**config.mk**
```make
export PLATFORM = sky130hd
export DESIGN_NAME = tes_div
export DESIGN_NICKNAME = d
export VERILOG_FILES = /design/src/rtl/tes_pkg.sv /design/src/rtl/tes_div.sv
export SDC_FILE = /design/constraint.sdc
export NUM_CORES = 2
export LEC_CHECK = 0
export ABC_AREA = 1
export ABC_CLOCK_PERIOD_IN_PS = 3200
export BUFFER_PORTS_ARGS = -buffer_cell sky130_fd_sc_hd__buf_2
export CORE_UTILIZATION = 45
export DETAILED_ROUTE_END_ITERATION = 8
export GPL_TIMING_DRIVEN = 1
export SKIP_LAST_GASP = 1
export SYNTH_ARGS = -nofsm -noshare
export SYNTH_HDL_FRONTEND = slang
export SYNTH_SLANG_ARGS = --single-unit
```
**constraint.sdc**
```tcl
create_clock -name clk_i -period 3.2 [get_ports clk_i]
set_input_delay 0.16 -clock clk_i [delete_from_list [all_inputs] [get_ports clk_i]]
set_output_delay 0.16 -clock clk_i [all_outputs]
set_load 0.03 [all_outputs]
```
**src/rtl/tes_pkg.sv**
```systemverilog
// Triangle edge setup: shared types, widths and helper functions.
// No dependencies; imported by every RTL module of the block.
`timescale 1ns / 1ps
`default_nettype none

package tes_pkg;

  localparam int VtxW    = 16;
  localparam int EdgeW   = 32;
  localparam int DivQW   = 32;
  localparam int DivBps  = 2;
  localparam int SlopeNW = 32;
  localparam int OffNW   = 44;

  typedef enum logic [1:0] {
    CASE_FLAT,
    CASE_FBOT,
    CASE_FTOP,
    CASE_SPLIT
  } tri_case_e;

  typedef struct packed {
    logic signed [VtxW-1:0] xlo;
    logic signed [VtxW-1:0] xmd;
    logic signed [VtxW-1:0] ylo;
    logic signed [VtxW-1:0] ymd;
    logic signed [VtxW-1:0] yhi;
    tri_case_e              kind;
    logic                   long_left;
    logic                   sg0;
    logic                   sg1;
    logic                   sg2;
    logic                   sg3;
  } side_t;

  typedef struct packed {
    logic signed [EdgeW-1:0] lx;
    logic signed [EdgeW-1:0] ls;
    logic signed [EdgeW-1:0] rx;
    logic signed [EdgeW-1:0] rs;
    logic signed [VtxW-1:0]  by;
    logic signed [VtxW-1:0]  ty;
    logic                    last;
    logic                    degen;
  } res_t;

  // integer part of Q12.4, truncated toward zero
  function automatic logic signed [12:0] int_part(logic signed [VtxW-1:0] q);
    logic signed [VtxW:0] e;
    logic signed [VtxW:0] m;
    logic signed [VtxW:0] r;
    e = {q[VtxW-1], q};
    m = -e;
    if (q[VtxW-1]) begin
      r = -(m >>> 4);
    end else begin
      r = e >>> 4;
    end
    return r[12:0];
  endfunction

  function automatic logic [VtxW-1:0] mag17(logic signed [VtxW:0] v);
    logic signed [VtxW:0] n;
    n = -v;
    return v[VtxW] ? n[VtxW-1:0] : v[VtxW-1:0];
  endfunction

  function automatic logic signed [EdgeW-1:0] sat_slope(logic neg, logic [DivQW-1:0] q);
    logic [DivQW-1:0] n;
    n = -q;
    if (!neg) begin
      return q[DivQW-1] ? {1'b0, {(EdgeW-1){1'b1}}} : q;
    end else begin
      return (q[DivQW-1] && (|q[DivQW-2:0])) ? {1'b1, {(EdgeW-1){1'b0}}} : n;
    end
  endfunction

  function automatic logic signed [EdgeW-1:0] to_q16(logic signed [VtxW-1:0] x);
    return {{4{x[VtxW-1]}}, x, 12'h000};
  endfunction

endpackage

`default_nettype wire

```
**src/rtl/tes_div.sv**
```systemverilog
// Pipelined restoring unsigned divider, DivBps quotient bits per stage.
// Depends on tes_pkg for default widths.
`timescale 1ns / 1ps
`default_nettype none

module tes_div import tes_pkg::*; #(
  parameter int NW  = SlopeNW,
  parameter int QW  = DivQW,
  parameter int DW  = VtxW,
  parameter int BPS = DivBps
) (
  input  wire logic          clk_i,
  input  wire logic          rst_ni,
  input  wire logic          valid_i,
  input  wire logic [NW-1:0] num_i,
  input  wire logic [DW-1:0] den_i,
  output logic               valid_o,
  output logic [QW-1:0]      quo_o
);

  localparam int NS = QW / BPS;

  logic [DW-1:0] rem_q [NS];
  logic [QW-1:0] acc_q [NS];
  logic [DW-1:0] den_q [NS];
  logic          vld_q [NS];

  logic [DW-1:0] rem_w [NS];
  logic [QW-1:0] acc_w [NS];
  logic [DW-1:0] den_w [NS];
  logic          vld_w [NS];
  logic [DW-1:0] rem_d [NS];
  logic [QW-1:0] acc_d [NS];

  for (genvar s = 0; s < NS; s++) begin : g_stage
    if (s == 0) begin : g_in
      assign rem_w[s] = DW'(num_i >> QW);
      assign acc_w[s] = num_i[QW-1:0];
      assign den_w[s] = den_i;
      assign vld_w[s] = valid_i;
    end else begin : g_chain
      assign rem_w[s] = rem_q[s-1];
      assign acc_w[s] = acc_q[s-1];
      assign den_w[s] = den_q[s-1];
      assign vld_w[s] = vld_q[s-1];
    end

    always_comb begin
      logic [DW:0]   t;
      logic [DW-1:0] r;
      logic [QW-1:0] a;
      r = rem_w[s];
      a = acc_w[s];
      for (int b = 0; b < BPS; b++) begin
        t = {r, a[QW-1]};
        a = {a[QW-2:0], 1'b0};
        if (t >= {1'b0, den_w[s]}) begin
          t    = t - {1'b0, den_w[s]};
          a[0] = 1'b1;
        end
        r = t[DW-1:0];
      end
      rem_d[s] = r;
      acc_d[s] = a;
    end

    always_ff @(posedge clk_i or negedge rst_ni) begin
      if (!rst_ni) begin
        vld_q[s] <= 1'b0;
      end else begin
        vld_q[s] <= vld_w[s];
      end
    end

    always_ff @(posedge clk_i) begin
      rem_q[s] <= rem_d[s];
      acc_q[s] <= acc_d[s];
      den_q[s] <= den_w[s];
    end
  end

  assign valid_o = vld_q[NS-1];
  assign quo_o   = acc_q[NS-1];

endmodule

`default_nettype wire

```
## Word level (Yosys, flattened, before mapping)

Memories as Yosys holds them, arrays and structs flattened.
Cells that the tools add are included.

| operators by class | value |
|---|---|
| $add $sub $neg | 32 |
| $lt $le $gt $ge | 32 |
| muxes and demuxes | 64 |

Operator list:

| kind | number |
|---|---|
| $ge 17x16->1 | 31 |
| $mux 16 | 32 |
| $sub 16x16->16 | 31 |
| $mux 1 | 32 |
| $ge 1x16->1 | 1 |
| $sub 1x16->16 | 1 |

| word-level totals | value |
|---|---|
| register bits after elaboration | 16 |
| bits in writable memories | 1024 |
| output and inout bits | 33 |
| memories | 3 |

Memory list:

| name | words | bits a word | rd ports | clocked after Yosys merged registers in | wr ports | line | text |
|---|---|---|---|---|---|---|---|
| acc_q | 16 | 32 | 16 | 0 | 16 | tes_div.sv:24 | `logic [QW-1:0] acc_q [NS];` |
| den_q | 16 | 16 | 15 | 0 | 16 | tes_div.sv:25 | `logic [DW-1:0] den_q [NS];` |
| rem_q | 16 | 16 | 15 | 0 | 16 | tes_div.sv:23 | `logic [DW-1:0] rem_q [NS];` |

## Logic depth before layout (Yosys ltp)

An unclocked memory read counts as a cell.

| logic depth | value |
|---|---|
| depth in word-level cells | 5 |
| depth in mapped cells | 29 |
| mapped depth without buffers | 27 |

## Least setup slack after synthesis

No wires, ideal clock.

| timing path | value |
|---|---|
| path type | register -> register |
| start | memory den_q[0][98] (netlist bit) |
| end | memory rem_q[0][122] (netlist bit) |
| setup time | 0.114 ns |
| data arrival time | 3.255 ns |
| data required time | 3.086 ns |
| path slack | -0.169 ns |
| cell stages (with the launch flop) | 27 |
| buffers on the path | 2 |
| cells stage by stage | dfxtp_1 > inv_1 > ha_1 > a21oi_1 > nand2_1 > nand2_1 > nand2_1 > nand2_1 > nand2_1 > nand2_2 > nand2_4 > inv_2 > buf_2 > nand2_1 > o21ai_1 > ha_1 > nand2_1 > nand2_1 > a21oi_1 > o21bai_1 > nand3_1 > nand2_1 > nand2_2 > nand3_2 > buf_4 > nand2_1 > nand2_1 |

RTL lines:

| what | line |
|---|---|
| start: declaration | tes_div.sv:25 |
| end: declaration | tes_div.sv:23 |

==> Implementation_results.wiki <==
{| class="wikitable"
! Metric !! Value
|-
| Maximum frequency from static timing analysis || 0.287 GHz
|-
| Post-synth net total || 7765
|-
| Vias || 58875
|-
| Residual overflow from global routing || 0
|-
| Final Skew || 0.0417 ns
|-
| Number of I/O pins || 84
|-
| Clock sinks || 1008
|-
| Pwr Total || 117000 µW
|-
| Worst slew pin tran || 0.712 ns
|-
| Critical path's most frequent cell || sky130_fd_sc_hd__nand2_1
|-
| Slew headroom || 0.524
|-
| Placeable Area || 118000 µm²
|-
| Post-synthesis cell type with the largest combined area || sky130_fd_sc_hd__dfxtp_1
|-
| Proportion of layout cells with a drive suffix above 1 || 0.528
|-
| Via count of the first global-routing pass || 55741
|-
| Worst hold-check path type || in2reg
|-
| Number of inserted diodes || 0
|-
| Antenna violations before repair || 0
|-
| TritonCTS clock tree || yes
|-
| Fin. Hold Viols || 0
|-
| Remaining design rule violation count || 0
|-
| Horiz. Die Dim || 348 µm
|-
| Final worst-path cycle share || 1.09
|-
| DRT Wirelength || 204 mm
|-
| Yosys warning count || 0
|-
| Cell-by-cell trace of the critical path || inv_2, ha_2, inv_1, nor2_4, nand3_2, nor3_4, nor2_4, buf_6, nand2_8, buf_6, nand2_4, nand2_4, ha_4, buf_4, buf_4, a21oi_2, o21ai_0, a31oi_1, nand2_1, xor2_1, nand2_1, nand2_1
|-
| Worst-Skew Late Latency || 0.76 ns
|-
| H-tree lvl count || 3
|-
| Overall routing resource usage || 0.291
|-
| Setup repair after global routing missed its margin || yes
|-
| Top-area cell type share of the netlist area || 0.369
|-
| Failing checks || setup timing
|-
| Number of nets at the end of the flow || 10364
|-
| Effective utilization at floorplan || 0.455
|-
| Fraction of the yosys area taken by sequential cells || 0.376
|-
| Vertical extent of the die || 348 µm
|-
| Via-to-Cell Ratio || 5.13
|-
| Number of flip-flops and latches in the synthesized netlist || 1008
|-
| Pin count of the biggest net entering global routing || 25
|-
| Number of unique standard cell types used by synthesis || 58
|-
| Number of enable-type register cells in the synthesized netlist || 0
|-
| Synth Flop Type || sky130_fd_sc_hd__dfxtp_1
|-
| Post-synth ARST share || 0.0159
|-
| Fin. max-slew vios || 0
|-
| First-pass GRT wire length || 286 mm
|-
| Worst Setup End Kind || register
|-
| Post-synthesis instance total || 7186
|-
| Routed wirelength normalized by instance count || 17.8 µm
|-
| Avg Inst Size Synth || 7.50 µm²
|-
| Register clock-pin slew on the reported worst setup and hold paths || 0.07 ns
|-
| Element type at the critical path start || register
|-
| Dominant cell by count in the synthesized netlist || sky130_fd_sc_hd__nand2_1
|-
| Buffers on Ports || 83
|-
| Result of the run || finished with violations
|-
| Highest ir drop seen on vdd || 0.717 mV
|-
| Number of setup violations in the final report || 233
|-
| Biggest area contributors in the synthesized netlist || sky130_fd_sc_hd__dfxtp_1 (37%), sky130_fd_sc_hd__nand2_1 (15%), sky130_fd_sc_hd__ha_1 (12%)
|-
| Maximum single-stage delay on the critical path || 0.34 ns
|-
| Placer congestion estimate || 0.925
|-
| Number of violations reported at the end of detailed-routing iteration 0 || 4078
|-
| Count of max-cap constraint violations || 0
|-
| DRT antenna net count || 0
|-
| Critical path required time || 3.84 ns
|-
| Area of the mapped netlist || 53900 µm²
|-
| Setup slack of the critical path after layout || -0.287 ns
|-
| Post-layout min period || 3.49 ns
|-
| Critical setup path kind || reg2reg
|-
| Maximum fanout encountered on the critical timing path || 7
|-
| Worst-case clock buffer depth || 3
|-
| Cell area power density || 1260 nW/µm²
|-
| CP arrival || 4.13 ns
|-
| Total die area || 121000 µm²
|-
| Standby leakage power || 0.0448 µW
|-
| Ranking of synthesized cells by instance count || sky130_fd_sc_hd__nand2_1 (2201), sky130_fd_sc_hd__dfxtp_1 (992), sky130_fd_sc_hd__inv_1 (858)
|-
| Inserted Clock Buffers || 103
|-
| Floorplan row count || 126
|-
| Cell type of the slowest stage on the worst timing path || sky130_fd_sc_hd__dfxtp_1
|-
| Placed wire-length estimate || 133 mm
|-
| Clock root cell || sky130_fd_sc_hd__clkbuf_16
|-
| Synth-to-layout area growth || 71.8%
|-
| Final core area utilization || 0.782
|-
| Number of optimization iterations in the first detailed-route pass || 6
|}
[final timing paths]
path	startpoint	slack, ns	end	cells past startpoint
worst max-delay path	acc_q[0][191]$_DFF_P_	-0.29	rem_q[0][110]$_DFF_P_	22
worst min-delay path	num_i[3]	0.04	acc_q[0][5]$_DFF_P_	2
worst min register to register	acc_q[1][122]$_DFF_P_	0.30	acc_q[1][156]$_DFF_P_	0
worst max register to register	acc_q[0][191]$_DFF_P_	-0.29	rem_q[0][110]$_DFF_P_	22
min in group asynchronous	rst_ni	0.52	vld_q[3]$_DFF_PN0_	3
max in group asynchronous	rst_ni	2.22	vld_q[14]$_DFF_PN0_	3
[worst max-delay path, delay by kind of cell, from the launching register on]
kind	cells	cell delay, ns
adder cells (fa/ha/maj)	2	0.51
AO/OA/AOI/OAI	3	0.53
buffers and inverters	6	0.70
XOR/XNOR	1	0.17
flip-flops	1	0.34
AND/OR/NAND/NOR	10	1.10
[metrics by stage]
step	TNS (ns)	instances	worst slack, ns	hold WS, ns	area, µm²
2_1_floorplan	0	7186	0.000229	-0.136	54700
3_3_place_gp	-80.96	10767	-0.534	0.0802	71600
3_5_place_dp	-91.06	10767	-0.563	0.0873	71600
4_1_cts	-3.96	11251	-0.114	0.00399	83600
5_1_grt	-53.59	11475	-0.437	0.0192	92600
6_report	-22.45	11475	-0.287	0.0414	92600
[registers in the layout, summed over array words and instances (netlist names)]
| name | count |
|---|---|
| vld_q | 15 |
| rem_q | 240 |
| den_q | 240 |
| valid_o | 1 |
| acc_q | 512 |
[report_power, final]
| group | internal [µW] | switching (µW) | total [µW] |
|---|---|---|---|
| clock network | 7280 | 5600 | 12900 |
| logic | 42700 | 44000 | 86700 |
| registers | 15400 | 1960 | 17400 |
| total | 65400 | 51600 | 117000 |
[logic make-up after synthesis]
family          count (synthesis)  synth area share
xor+xnor                      301            0.0489
buf+inv                      1013            0.0801
fa+ha+maj                     528             0.127
compound gates                863            0.0884
simple gates                 3473             0.280
flops                        1008             0.376
[cells in the final DEF, fill, tap and decap left out, types with 109 or more instances in the layout]
master	n
sky130_fd_sc_hd__dfxtp_1	747
sky130_fd_sc_hd__inv_2	235
sky130_fd_sc_hd__nand2_2	498
sky130_fd_sc_hd__nor2_1	232
sky130_fd_sc_hd__o21ai_0	128
sky130_fd_sc_hd__a21oi_2	134
sky130_fd_sc_hd__xnor2_1	115
sky130_fd_sc_hd__nand2_1	1578
sky130_fd_sc_hd__nand3_2	185
sky130_fd_sc_hd__ha_1	109
sky130_fd_sc_hd__buf_4	2253
sky130_fd_sc_hd__a21oi_1	243
sky130_fd_sc_hd__dfxtp_2	213
sky130_fd_sc_hd__nand2_4	162
sky130_fd_sc_hd__ha_4	384
sky130_fd_sc_hd__nand3_1	349
sky130_fd_sc_hd__xor2_1	172
sky130_fd_sc_hd__clkbuf_16	117
sky130_fd_sc_hd__buf_6	110
sky130_fd_sc_hd__inv_1	603
[area by class of cell]
type,instances,area [µm²]
Tap cell,1600,2000
Fill cell,7517,25800
Clock buffer,132,2890
Sequential cell,1008,20600
Timing Repair Buffer,2588,20800
Multi-Input combinational cell,5191,41800
Inverter,878,3500
Clock inverter,63,832
Timing Repair inverter,15,136
[what timing repair did]
action | in CTS | in global routing
cloned | 44 | 27
pin swaps | 349 | 762
hold endpoints to repair | 67 | 0
setup endpoints to repair | 239 | 256
setup buffers | 194 | 212
hold buffers | 58 | 0
resized for setup | 1318 | 1718
[layer usage]
| layer | vias to the layer above | routed length, µm | global-route usage |
|---|---|---|---|
| li1 | 28480 | - | - |
| met1 | 27874 | 85400 | 0.382 |
| met2 | 1962 | 99500 | 0.498 |
| met3 | 559 | 11000 | 0.0342 |
| met4 | 0 | 8300 | 0.0925 |
| met5 | - | 0 | 0 |
Power figures use the tool's default switching activity.
